### src/design/fbc_pkg.sv
// Shared constants, types and helper functions of the 48-bit Feistel block cipher.
`default_nettype none
package fbc_pkg;

   // Default geometry
   localparam int ROUNDS_DEF      = 254;
   localparam int PERM_TABLES_DEF = 16;

   // Fixed table geometry
   localparam int TBL_W       = 4;
   localparam int PERM_DEPTH  = 4096;
   localparam int BYTE_DEPTH  = 256;
   localparam int HALF_W      = 24;
   localparam int BLOCK_W     = 48;
   localparam int SEL_W       = 18;
   localparam int ROT_W       = 5;
   localparam logic [SEL_W-1:0] SEL_RESET = 18'h24924;

   // index / 3 as (index * 683) >> 11, exact for indexes below 1024
   localparam int KEY_RECIP = 683;
   localparam int KEY_SHIFT = 11;

   // Opcodes
   typedef enum logic [1:0] {
      OP_LOAD = 2'd0,
      OP_ENC  = 2'd1,
      OP_DEC  = 2'd2,
      OP_NONE = 2'd3
   } fbc_op_type;

   // Table selects
   localparam logic [2:0] TS_PERM = 3'd0;
   localparam logic [2:0] TS_MIX  = 3'd1;
   localparam logic [2:0] TS_SBOX = 3'd2;
   localparam logic [2:0] TS_ISBX = 3'd3;
   localparam logic [2:0] TS_KEY1 = 3'd4;
   localparam logic [2:0] TS_KEY2 = 3'd5;
   localparam logic [2:0] TS_ROT  = 3'd6;

   // Round phases (one-hot bit positions)
   localparam int PHASES   = 5;
   localparam int PH_KEY   = 0;
   localparam int PH_SBOX  = 1;
   localparam int PH_SUBST = 2;
   localparam int PH_MIX   = 3;
   localparam int PH_FOLD  = 4;

   // Half block, byte 0 most significant
   typedef logic [0:2][7:0] fbc_half_type;

   // Controller to datapath commands
   typedef struct packed {
      logic              load;
      logic              start;
      logic              decrypt;
      logic              step;
      logic              last;
      logic [PHASES-1:0] phase;
   } fbc_cmd_type;

   // Rotation amount modulo 24
   function automatic logic [ROT_W-1:0] rot_amt(input logic [ROT_W-1:0] a);
      rot_amt = (a >= ROT_W'(HALF_W)) ? ROT_W'(a - ROT_W'(HALF_W)) : a;
   endfunction

   function automatic logic [HALF_W-1:0] rotl24(input logic [HALF_W-1:0] x,
                                                input logic [ROT_W-1:0] s);
      logic [2*HALF_W-1:0] d;
      d = {x, x} << s;
      rotl24 = d[2*HALF_W-1:HALF_W];
   endfunction

   function automatic logic [HALF_W-1:0] rotr24(input logic [HALF_W-1:0] x,
                                                input logic [ROT_W-1:0] s);
      logic [2*HALF_W-1:0] d;
      d = {x, x} >> s;
      rotr24 = d[HALF_W-1:0];
   endfunction

endpackage
`default_nettype wire

### src/design/fbc_ctrl.sv
// Round sequencer: accepts beats, steps five phases per round, owns the result valid.
`default_nettype none
module fbc_ctrl
   import fbc_pkg::*;
#(
   parameter int ROUNDS      = ROUNDS_DEF,
   parameter int PERM_TABLES = PERM_TABLES_DEF
) (
   input  wire logic                      clock,
   input  wire logic                      reset,
   input  wire logic                      req_valid,
   output logic                           req_ready,
   input  wire logic [1:0]                req_opcode,
   output logic                           rsp_valid,
   input  wire logic                      rsp_ready,
   output fbc_cmd_type                    cmd,
   output logic [$clog2(ROUNDS)-1:0]      rnd,
   output logic [TBL_W-1:0]               tbl
);

   localparam int RW     = $clog2(ROUNDS);
   localparam int DEC_Y0 = (((ROUNDS-1) % PERM_TABLES) == 0) ? PERM_TABLES
                                                             : ((ROUNDS-1) % PERM_TABLES);
   localparam logic [RW-1:0]    LAST_RND = RW'(ROUNDS-1);
   localparam logic [TBL_W-1:0] DEC_T0   = TBL_W'(DEC_Y0-1);
   localparam logic [TBL_W-1:0] TBL_TOP  = TBL_W'(PERM_TABLES-1);

   typedef enum logic [1:0] {
      ST_IDLE = 2'b01,
      ST_RUN  = 2'b10
   } fbc_state_type;

   fbc_state_type      state_ff, state_in;
   logic [PHASES-1:0]  phase_ff, phase_in;
   logic [RW-1:0]      rnd_ff, rnd_in;
   logic [TBL_W-1:0]   tbl_ff, tbl_in;
   logic               dec_ff, dec_in;
   logic               rsp_valid_ff, rsp_valid_in;
   logic               accept, is_crypt, last, step, finish;

   assign req_ready = (state_ff == ST_IDLE);
   assign accept    = req_valid && req_ready;
   assign is_crypt  = (req_opcode == OP_ENC) || (req_opcode == OP_DEC);
   assign last      = (rnd_ff == LAST_RND);
   // hold the final fold while the previous result beat is still waiting
   assign step      = (state_ff == ST_RUN) &&
                      !(phase_ff[PH_FOLD] && last && rsp_valid_ff && !rsp_ready);
   assign finish    = step && phase_ff[PH_FOLD] && last;

   // next-state logic
   always_comb begin
      state_in     = state_ff;
      phase_in     = phase_ff;
      rnd_in       = rnd_ff;
      tbl_in       = tbl_ff;
      dec_in       = dec_ff;
      rsp_valid_in = rsp_valid_ff;
      if (rsp_valid_ff && rsp_ready) begin
         rsp_valid_in = 1'b0;
      end
      unique case (state_ff)
         ST_IDLE: begin
            if (accept && is_crypt) begin
               state_in = ST_RUN;
               phase_in = PHASES'(1) << PH_KEY;
               rnd_in   = '0;
               dec_in   = (req_opcode == OP_DEC);
               tbl_in   = (req_opcode == OP_DEC) ? DEC_T0 : '0;
            end
         end
         ST_RUN: begin
            if (step) begin
               phase_in = {phase_ff[PHASES-2:0], phase_ff[PHASES-1]};
               if (phase_ff[PH_FOLD]) begin
                  if (last) begin
                     state_in     = ST_IDLE;
                     rsp_valid_in = 1'b1;
                  end else begin
                     rnd_in = rnd_ff + RW'(1);
                     if (dec_ff) begin
                        tbl_in = (tbl_ff == '0) ? TBL_TOP : tbl_ff - TBL_W'(1);
                     end else begin
                        tbl_in = (tbl_ff == TBL_TOP) ? '0 : tbl_ff + TBL_W'(1);
                     end
                  end
               end
            end
         end
         default: state_in = ST_IDLE;
      endcase
   end

   always_ff @(posedge clock) begin
      if (reset) begin
         state_ff     <= ST_IDLE;
         phase_ff     <= '0;
         rnd_ff       <= '0;
         tbl_ff       <= '0;
         dec_ff       <= 1'b0;
         rsp_valid_ff <= 1'b0;
      end else begin
         state_ff     <= state_in;
         phase_ff     <= phase_in;
         rnd_ff       <= rnd_in;
         tbl_ff       <= tbl_in;
         dec_ff       <= dec_in;
         rsp_valid_ff <= rsp_valid_in;
      end
   end

   // commands
   assign cmd.load    = accept && (req_opcode == OP_LOAD);
   assign cmd.start   = accept && is_crypt;
   assign cmd.decrypt = dec_ff;
   assign cmd.step    = step;
   assign cmd.last    = last;
   assign cmd.phase   = phase_ff;
   assign rnd         = rnd_ff;
   assign tbl         = tbl_ff;
   assign rsp_valid   = rsp_valid_ff;

   // checks
   a_phase_onehot: assert property (@(posedge clock) disable iff (reset)
      (state_ff == ST_RUN) |-> $onehot(phase_ff))
      else $error("round phase not one-hot");
   a_start: assert property (@(posedge clock) disable iff (reset)
      (accept && is_crypt) |=> (state_ff == ST_RUN) && phase_ff[PH_KEY] && (rnd_ff == '0))
      else $error("block start did not enter round zero");
   a_rnd_range: assert property (@(posedge clock) disable iff (reset)
      rnd_ff <= LAST_RND)
      else $error("round counter out of range");
   a_finish: assert property (@(posedge clock) disable iff (reset)
      finish |=> rsp_valid_ff && (state_ff == ST_IDLE))
      else $error("finished block gave no result beat");

endmodule
`default_nettype wire

### config.mk
export PLATFORM = sky130hd
export DESIGN_NAME = fbc_ctrl
export DESIGN_NICKNAME = d
export VERILOG_FILES = /design/src/design/fbc_pkg.sv /design/src/design/fbc_ctrl.sv
export SDC_FILE = /design/constraint.sdc
export NUM_CORES = 1
export LEC_CHECK = 0
export BUFFER_PORTS_ARGS = -buffer_cell sky130_fd_sc_hd__clkbuf_2
export CAP_MARGIN = 20
export CORE_MARGIN = 5
export CORE_UTILIZATION = 40
export CTS_CLUSTER_DIAMETER = 60
export DETAILED_ROUTE_END_ITERATION = 10
export MAX_ROUTING_LAYER = met4
export RECOVER_POWER = 25
export SETUP_SLACK_MARGIN = 0.2
export SLEW_MARGIN = 20
export SYNTH_ARGS = -nofsm -noshare
export SYNTH_HDL_FRONTEND = slang
export SYNTH_SLANG_ARGS = --single-unit
### constraint.sdc
create_clock -name clock -period 2.2 [get_ports clock]
set_clock_uncertainty 0.15 [all_clocks]
set_input_delay 0.22 -clock clock [delete_from_list [all_inputs] [get_ports clock]]
set_output_delay 0.22 -clock clock [all_outputs]
set_load 0.1 [all_outputs]
==> results of run 1 <==
-- critical path: stages, from the launching register on --
cell and delay (ns):
dfxtp_1 0.39, inv_1 0.11, ha_4 0.14, nand4_4 0.13, o41ai_4 0.24, inv_1 0.11
clkbuf_16 0.21
-- registers in the layout, summed over array words and instances (netlist names) --
signal / cells
state_ff: 2
rsp_valid: 1
rnd: 8
phase_ff: 5
tbl: 4
dec_ff: 1
-- timing repair --
action	in CTS	in global routing
resized for setup	3	2
setup endpoints to repair	2	3
setup buffers	2	0
gates cloned	0	0
hold buffers	0	0
pin swaps	1	0
-- where the power goes --
group | internal, mW | switching, mW | total [mW]
combinational | 0.0319 | 0.0966 | 0.129
sequential | 0.379 | 0.00664 | 0.385
clock | 0.0709 | 0.126 | 0.197
total | 0.482 | 0.229 | 0.711
-- final timing paths --
check	cells after the start	start	slack [ns]	endpoint
min	3	rsp_ready	0.16	rsp_valid
max reg2reg	7	rnd[1]	0.33	rnd[1]
min reg2reg	2	phase_ff[1]	0.35	phase_ff[1]
max	6	rnd[1]	0.19	cmd[6]
-- area by class of cell --
cell class / instances / area [sq um] / share of cell area [%]
multi-input cells: 96 / 739 / 49.2
flip-flops and latches: 21 / 449 / 29.9
repair buffers: 33 / 204 / 13.6
inverters: 11 / 41.3 / 2.75
well taps: 33 / 41.3 / 2.75
clock buffers: 4 / 26.3 / 1.75
-- synth_stat cells (all sizes together) (2+ instances only) --
cell type,number
clkbuf,3
and2,5
nand4b,2
buf,5
or2,2
and3,2
o21bai,2
nor2,14
nand3,5
xor2,5
a21oi,8
o31ai,3
ha,6
nand2,6
o2111ai,3
nand4,2
dfxtp,21
or3,2
inv,11
nand2b,5
o41ai,2
mux2i,4
-- metal layers --
metal	share of wire [%]	global-route usage (%)	up-vias
met3	3.2	2.39	4
met5	0	-	-
met1	48	18.3	521
met4	1.7	6.22	0
li1	-	-	541
met2	47	23.8	19
-- cell families after synthesis --
family | count (synthesis) | synth area share (%)
and+or+nand+nor | 49 | 23.9
AOI/OAI and AO/OA | 30 | 20.1
DFF | 21 | 34.4
buffers and inverters | 19 | 6.97
xor gates and xnor gates | 6 | 4.30
adders and majority gates | 6 | 6.15
muxes | 5 | 4.20
-- through the flow --
| step | TNS, ns | std cells | setup slack (ns) | area [sq um] |
|---|---|---|---|---|
| 2_1_floorplan | -0.0213 | 136 | -0.0213 | 1270 |
| 3_3_place_gp | 0 | 192 | 0.362 | 1450 |
| 3_5_place_dp | 0 | 192 | 0.302 | 1450 |
| 4_1_cts | 0 | 198 | 0.189 | 1510 |
| 5_1_grt | 0 | 198 | 0.0820 | 1500 |
| 6_report | 0 | 198 | 0.191 | 1500 |
==> flow_summary.toml, run 1 <==
[synth]
ys_ff_latch = 21
yosysTopAreaCell = "dfxtp_1"
synth.net_count = 148
ys_warn_count = 0
synth.avg_cell_area_sq_um = 8.98
ys_seq_area_share_pct = 34.4
yosysTopAreaCellShare_pct = 34.4
async_flop_share_pct = 0
netlist_instances = 136
synth_cell_types = 46
syn_area_sq_mm = 0.00122
synth_edf_count = 0
ys.flop_type = "dfxtp_1"
ys_top_cells_by_area = "dfxtp_1 34%, ha_1 6.1%, nor2_1 4.3%"

[grt]
overflow = 0
grtUsageTotal_pct = 14.8
grt_max_degree = 21
antenna_found_initial = 0
grt_pass1_vias = 1093
grt_pass1_wl_um = 4820

[sta]
rsz0062_at_grt = "yes"
min_period_over_period_pct = 91.3
final_max_slew_viol_count = 0
hold_viol_final = 0
period_needed_ns = 2.01
setup_viol = 0
holdWs_ns = 0.163
max-slew-margin-rel_pct = 22.1
tightest_slew_ns = 1.17
max_freq_ghz = 0.498

[layout]
antennaDiodeCount = 0
layout.nets = 178
layout_commonest_cell = "clkbuf_2"
final_cell_mix = "19 x clkbuf_2, 14 x nor2_1, 10 x inv_1, 10 x dfxtp_1, 9 x clkbuf_1"
final_util_pct = 50.4
area_growth_pct = 23.0
nFillCells = 304
drive_gt1_share_pct = 32.1

[route]
via_per_inst = 5.48
num_vias = 1085
drc_errors = 0
ant_nets = 0
drtPass1Iterations = 4
wirelength_um = 2770
drtIter0Drc = 37
route.detailed.wl_per_inst_um = 14.0

[worst_setup_path]
start_kind = "flop"
critPathArrivalTime_ns = 1.64
critical_path_class = "flop to output pin"
cp_max_fo = 7
end_kind = "output pin"
required_ns = 1.83

[clock_tree]
ctsLongestPathBuffers = 2
clkLatencyLatePin_ns = 0.31
cts_sinks = 21
cts_max_level = 1
clock-root-buffer = "clkbuf_4"
path_clk_slew_ns = 0.13
cts_tree = "built"
numCtsBuffers = 3

[placement]
gp_congestion = 0.802
portBuffers = 29
dp_hpwl_um = 2030

[power]
p_leak_nw = 0.626
power_mw = 0.711
powerDensity_mw_per_mm2 = 474
max-vdd-ir-drop_v = 0.000280

[min_path]
min_path_type = "input pin to flop"

[die]
std_cell_rows = 20
initial_core_util_pct = 41.0
ios = 30
die_area_sq_mm = 0.00426
die_y_um = 65.3
core_region_area_sq_mm = 0.00298
die_w_um = 65.3

[run]
cap_violations = 0

[status]
outcome = "finished, final reports clean"
Power figures use the tool's default switching activity.
==> run 2, diff against run 1 <==
--- a/config.mk
+++ b/config.mk
@@ -5,8 +5,8 @@
 export SDC_FILE = /design/constraint.sdc
 export NUM_CORES = 1
 export LEC_CHECK = 0
+export ABC_AREA = 1
 export BUFFER_PORTS_ARGS = -buffer_cell sky130_fd_sc_hd__clkbuf_2
-export CAP_MARGIN = 20
 export CORE_MARGIN = 5
 export CORE_UTILIZATION = 40
 export CTS_CLUSTER_DIAMETER = 60
==> flow_summary.toml, run 2 <==
[status]
outcome = "finished, final reports clean"

[grt]
antenna_found_initial = 0
grt-busiest-layer = "met2"
grt_pass1_vias = 1109
grt_max_degree = 15
use_met2_pct = 24.9
grtUsageTotal_pct = 14.2
overflow = 0
grt_pass1_wl_um = 4930
grtUsageMet3_pct = 3.66
gr-usage-met1_pct = 16.6

[run]
cap_violations = 0

[die]
die_w_um = 67.2
core_region_area_sq_mm = 0.00310
die_y_um = 67.2
die_area_sq_mm = 0.00452
std_cell_rows = 20
initial_core_util_pct = 42.2
ios = 30

[synth]
ys_ff_latch = 21
ys_seq_area_share_pct = 32.1
ys.flop_type = "dfxtp_1"
yosysTopAreaCell = "dfxtp_1"
yosysTopAreaCellShare_pct = 32.1
ys_top_cells_by_area = "dfxtp_1 32%, nand2_1 13%, inv_1 7.2%"
async_flop_share_pct = 0
synth_edf_count = 0
synth_most_common_cell = "nand2_1"
syn_area_sq_mm = 0.00131
ys_warn_count = 0
synth_cell_types = 26
netlist_instances = 186
synthTopCellsByCount = "45 x nand2_1, 25 x inv_1, 21 x dfxtp_1, 18 x nor2_1, 14 x nand3_1"
synth.net_count = 198
synth.avg_cell_area_sq_um = 7.04

[worst_setup_path]
start_kind = "flop"
cp_max_fo = 4
critical_path_class = "flop to output pin"
r2r_start = "rnd[1]"
end_kind = "output pin"
required_ns = 1.83
cp-startpoint = "rnd[1]"
ff2ff_setup_slack_ns = 0.39
critPathArrivalTime_ns = 1.62

[layout]
final_util_pct = 53.4
multi_input_area_sq_um = 785
antennaDiodeCount = 0
instances_no_fill = 266
final_cell_mix = "43 x nand2_1, 21 x inv_1, 18 x nor2_1"
largest_register_ffs = 8
seqCellArea_sq_um = 453
area_growth_pct = 26.5
layout.nets = 235
drive_gt1_share_pct = 33.8
nFillCells = 331
layout_commonest_cell = "nand2_1"
stdcell_area_sq_mm = 0.00166

[route]
via_per_inst = 4.80
num_vias = 1277
drtPass1Iterations = 4
drtIter0Drc = 50
wirelength_um = 3170
drc_errors = 0
route.detailed.wl_per_inst_um = 11.9
ant_nets = 0

[clock_tree]
cts_sinks = 21
path_clk_slew_ns = 0.11
ctsLongestPathBuffers = 2
numCtsBuffers = 3
cts_tree = "built"
clock-root-buffer = "clkbuf_4"
clkLatencyLatePin_ns = 0.31
cts_max_level = 1

[sta]
tns_ns = 0
min_period_over_period_pct = 90.3
max_freq_ghz = 0.503
setup_viol = 0
rsz0062_at_grt = "yes"
period_needed_ns = 1.99
max-slew-margin-rel_pct = 21.9
tightest_slew_ns = 1.18
final_max_slew_viol_count = 0
hold_viol_final = 0

[placement]
portBuffers = 29
dp_hpwl_um = 2260
gp_congestion = 0.807
placed_area_sq_mm = 0.00153
placedCellCount = 253

[power]
max-vdd-ir-drop_v = 0.000298
power_mw = 0.964
p_leak_nw = 0.704
powerDensity_mw_per_mm2 = 582

[min_path]
min_path_type = "input pin to flop"
min-delay-start = "rsp_ready"
run 2: where the power goes:
part           total, mW  internal (mW)  switching (mW)
Clock              0.190         0.0708           0.120
Sequential         0.416          0.394          0.0219
Combinational      0.357         0.0763           0.281
Total              0.964          0.541           0.422
run 2: worst max-delay path, stage by stage, from the launching register on:
cell and delay (ns):
dfxtp_4 0.38, inv_2 0.06, ha_4 0.12, nand2_2 0.06, nor2_4 0.16, nand4_4 0.11
nand2_4 0.10, clkinvlp_4 0.13, buf_12 0.19
run 2: path summary, 6_finish.rpt:
path                            depth (start not counted)           to
worst min-delay path                                    4    rsp_valid
worst min register to register                          2  phase_ff[4]
worst max register to register                         11       rnd[6]
worst max-delay path                                    8       cmd[6]
run 2: final cells by class:
| cell class | instances | share of cell area, % |
|---|---|---|
| Timing Repair Buffer | 38 | 13.7 |
| Sequential cell | 21 | 27.3 |
| Multi-Input combinational cell | 132 | 47.4 |
| Tap cell | 44 | 3.32 |
| Clock buffer | 4 | 1.59 |
| Inverter | 27 | 6.65 |
run 2: metrics by stage:
stage / worst slack, ns / hold WS [ns]
2_1_floorplan: 0.121 / 0.123
3_3_place_gp: 0.378 / 0.324
3_5_place_dp: 0.348 / 0.326
4_1_cts: 0.188 / 0.0264
5_1_grt: 0.151 / 0.0610
6_report: 0.213 / 0.0798
run 2: what timing repair did:
item | 4_1_cts | 5_1_grt
cloned | 0 | 0
setup endpoints to repair | 4 | 3
hold buffers | 0 | 0
buffers inserted | 1 | 8
endpoints found under the hold margin | 0 | 0
resized for setup | 6 | 8
pin swaps | 0 | 3
run 2: cells by family after synthesis:
| kind of cell | Yosys count | synth area share (%) |
|---|---|---|
| AOI/OAI and AO/OA | 24 | 11.1 |
| xor gates and xnor gates | 5 | 3.34 |
| adders and majority gates | 6 | 5.73 |
| buffers and inverters | 33 | 11.2 |
| DFF | 21 | 32.1 |
| and+or+nand+nor | 97 | 36.6 |
run 2: metal layers:
layer	vias up	share of wire (%)
met2	20	50
met4	0	0.76
li1	660	-
met1	590	46
met5	-	0
met3	7	3.5
==> run 3, diff against run 2 <==
--- a/config.mk
+++ b/config.mk
@@ -7,6 +7,7 @@
 export LEC_CHECK = 0
 export ABC_AREA = 1
 export BUFFER_PORTS_ARGS = -buffer_cell sky130_fd_sc_hd__clkbuf_2
+export CORE_ASPECT_RATIO = 0.75
 export CORE_MARGIN = 5
 export CORE_UTILIZATION = 40
 export CTS_CLUSTER_DIAMETER = 60
==> flow_summary.toml, run 3 (synthesized netlist as in run 2, its figures left out) <==
[status]
outcome = "finished, final reports clean"

[run]
cap_violations = 0

[layout]
final_cell_mix = "43 x nand2_1, 21 x inv_1, 18 x nor2_1"
seqCellArea_sq_um = 453
largest_register_ffs = 8
area_growth_pct = 24.6
layout.nets = 232
multi_input_area_sq_um = 774
antennaDiodeCount = 0
drive_gt1_share_pct = 33.3
layout_commonest_cell = "nand2_1"
nFillCells = 334

[worst_setup_path]
cp_slowest_stage_delay_ns = 0.36
crit_chain = "inv_2, ha_2, nand2_2, nor2_4, nand4_4, nand2_4, clkinvlp_4, buf_12"
start_kind = "flop"
cp_max_fo = 5
required_ns = 1.83
critical_path_class = "flop to output pin"
cp_slowest_cell = "dfxtp_4"
critPathArrivalTime_ns = 1.58
end_kind = "output pin"

[clock_tree]
cts_hold_buf = 0
path_clk_slew_ns = 0.08
ctsLongestPathBuffers = 2
numCtsBuffers = 3
clkLatencyLatePin_ns = 0.26
cts_max_level = 1
cts_sinks = 21
clock-root-buffer = "clkbuf_8"
cts_tree = "built"

[route]
num_vias = 1256
ant_nets = 0
drc_errors = 0
drtIter0Drc = 101
wirelength_um = 3030
route.detailed.wl_per_inst_um = 11.7
via_per_inst = 4.85
drtPass1Iterations = 4

[die]
ios = 30
std_cell_rows = 18
core_region_area_sq_mm = 0.00322
die_y_um = 59.6
die_w_um = 76.1
die_area_sq_mm = 0.00453
initial_core_util_pct = 40.7

[power]
p_leak_nw = 0.697
max-vdd-ir-drop_v = 0.000365
power_mw = 1.02
powerDensity_mw_per_mm2 = 628

[grt]
grt_pass1_vias = 1145
antenna_found_initial = 0
overflow = 0
grtUsageTotal_pct = 14.2
grt_max_degree = 15
grt_pass1_wl_um = 5170

[sta]
tns_ns = 0
rsz0062_at_grt = "yes"
hold_viol_final = 0
max_freq_ghz = 0.513
setup_viol = 0
final_max_slew_viol_count = 0
min_period_over_period_pct = 88.7
period_needed_ns = 1.95
max-slew-margin-rel_pct = 21.9
tightest_slew_ns = 1.18

[placement]
gp_congestion = 0.816
portBuffers = 29
dp_hpwl_um = 2200

[min_path]
min_path_type = "input pin to flop"
[run 3: power breakdown]
group	leakage (nW)	internal (mW)	switching (mW)
combinational	0.493	0.0729	0.280
sequential	0.179	0.394	0.0200
clock	0.0255	0.126	0.132
total	0.697	0.593	0.432
[run 3: cell type report]
cell class	instances	share of cell area, %
multi-input cells	132	47.4
flip-flops and latches	21	27.7
repair buffers	35	12.2
inverters	27	6.74
well taps	40	3.07
clock buffers	3	2.53
clock inverters	1	0.307
[run 3: path summary, 6_finish.rpt]
kind	from	endpoint	slack [ns]	cells after the start
min reg2reg	phase_ff[0]	phase_ff[1]	0.35	2
max reg2reg	rnd[1]	rnd[4]	0.38	11
max	rnd[1]	cmd[6]	0.25	8
min	rsp_ready	rsp_valid	0.08	4
[run 3: routing by layer]
| layer | wire (um) | vias to the layer above | share of wire, % | GRT usage, % |
|---|---|---|---|---|
| met3 | 162 | 2 | 5.3 | 3.95 |
| met4 | 17 | 0 | 0.56 | 3.24 |
| li1 | - | 655 | - | - |
| met1 | 1510 | 561 | 50 | 19.0 |
| met2 | 1340 | 38 | 44 | 21.6 |
| met5 | 0 | - | 0 | - |
[run 3: worst max-delay path: cells and delay by family, from the launching register on]
family | cells | cell delay, ns
adders and majority gates | 1 | 0.15
buffers and inverters | 3 | 0.35
DFF | 1 | 0.36
and+or+nand+nor | 4 | 0.45
[run 3: metrics by stage]
stage	util [%]	area (sq um)	std cells	hold slack (ns)	setup WS, ns
3_3_place_gp	47.5	1530	249	0.333	0.416
4_1_cts	49.3	1590	253	0.0731	0.169
2_1_floorplan	-	1360	186	0.123	0.121
3_5_place_dp	47.5	1530	249	0.329	0.383
5_1_grt	50.7	1630	259	0.101	0.153
6_report	50.7	1630	259	0.0773	0.249
[run 3: repair_timing]
| item | in CTS | in global routing |
|---|---|---|
| buffers inserted | 0 | 6 |
| gates resized for setup | 4 | 6 |
| setup endpoints to repair | 3 | 3 |
| pin swaps | 0 | 3 |
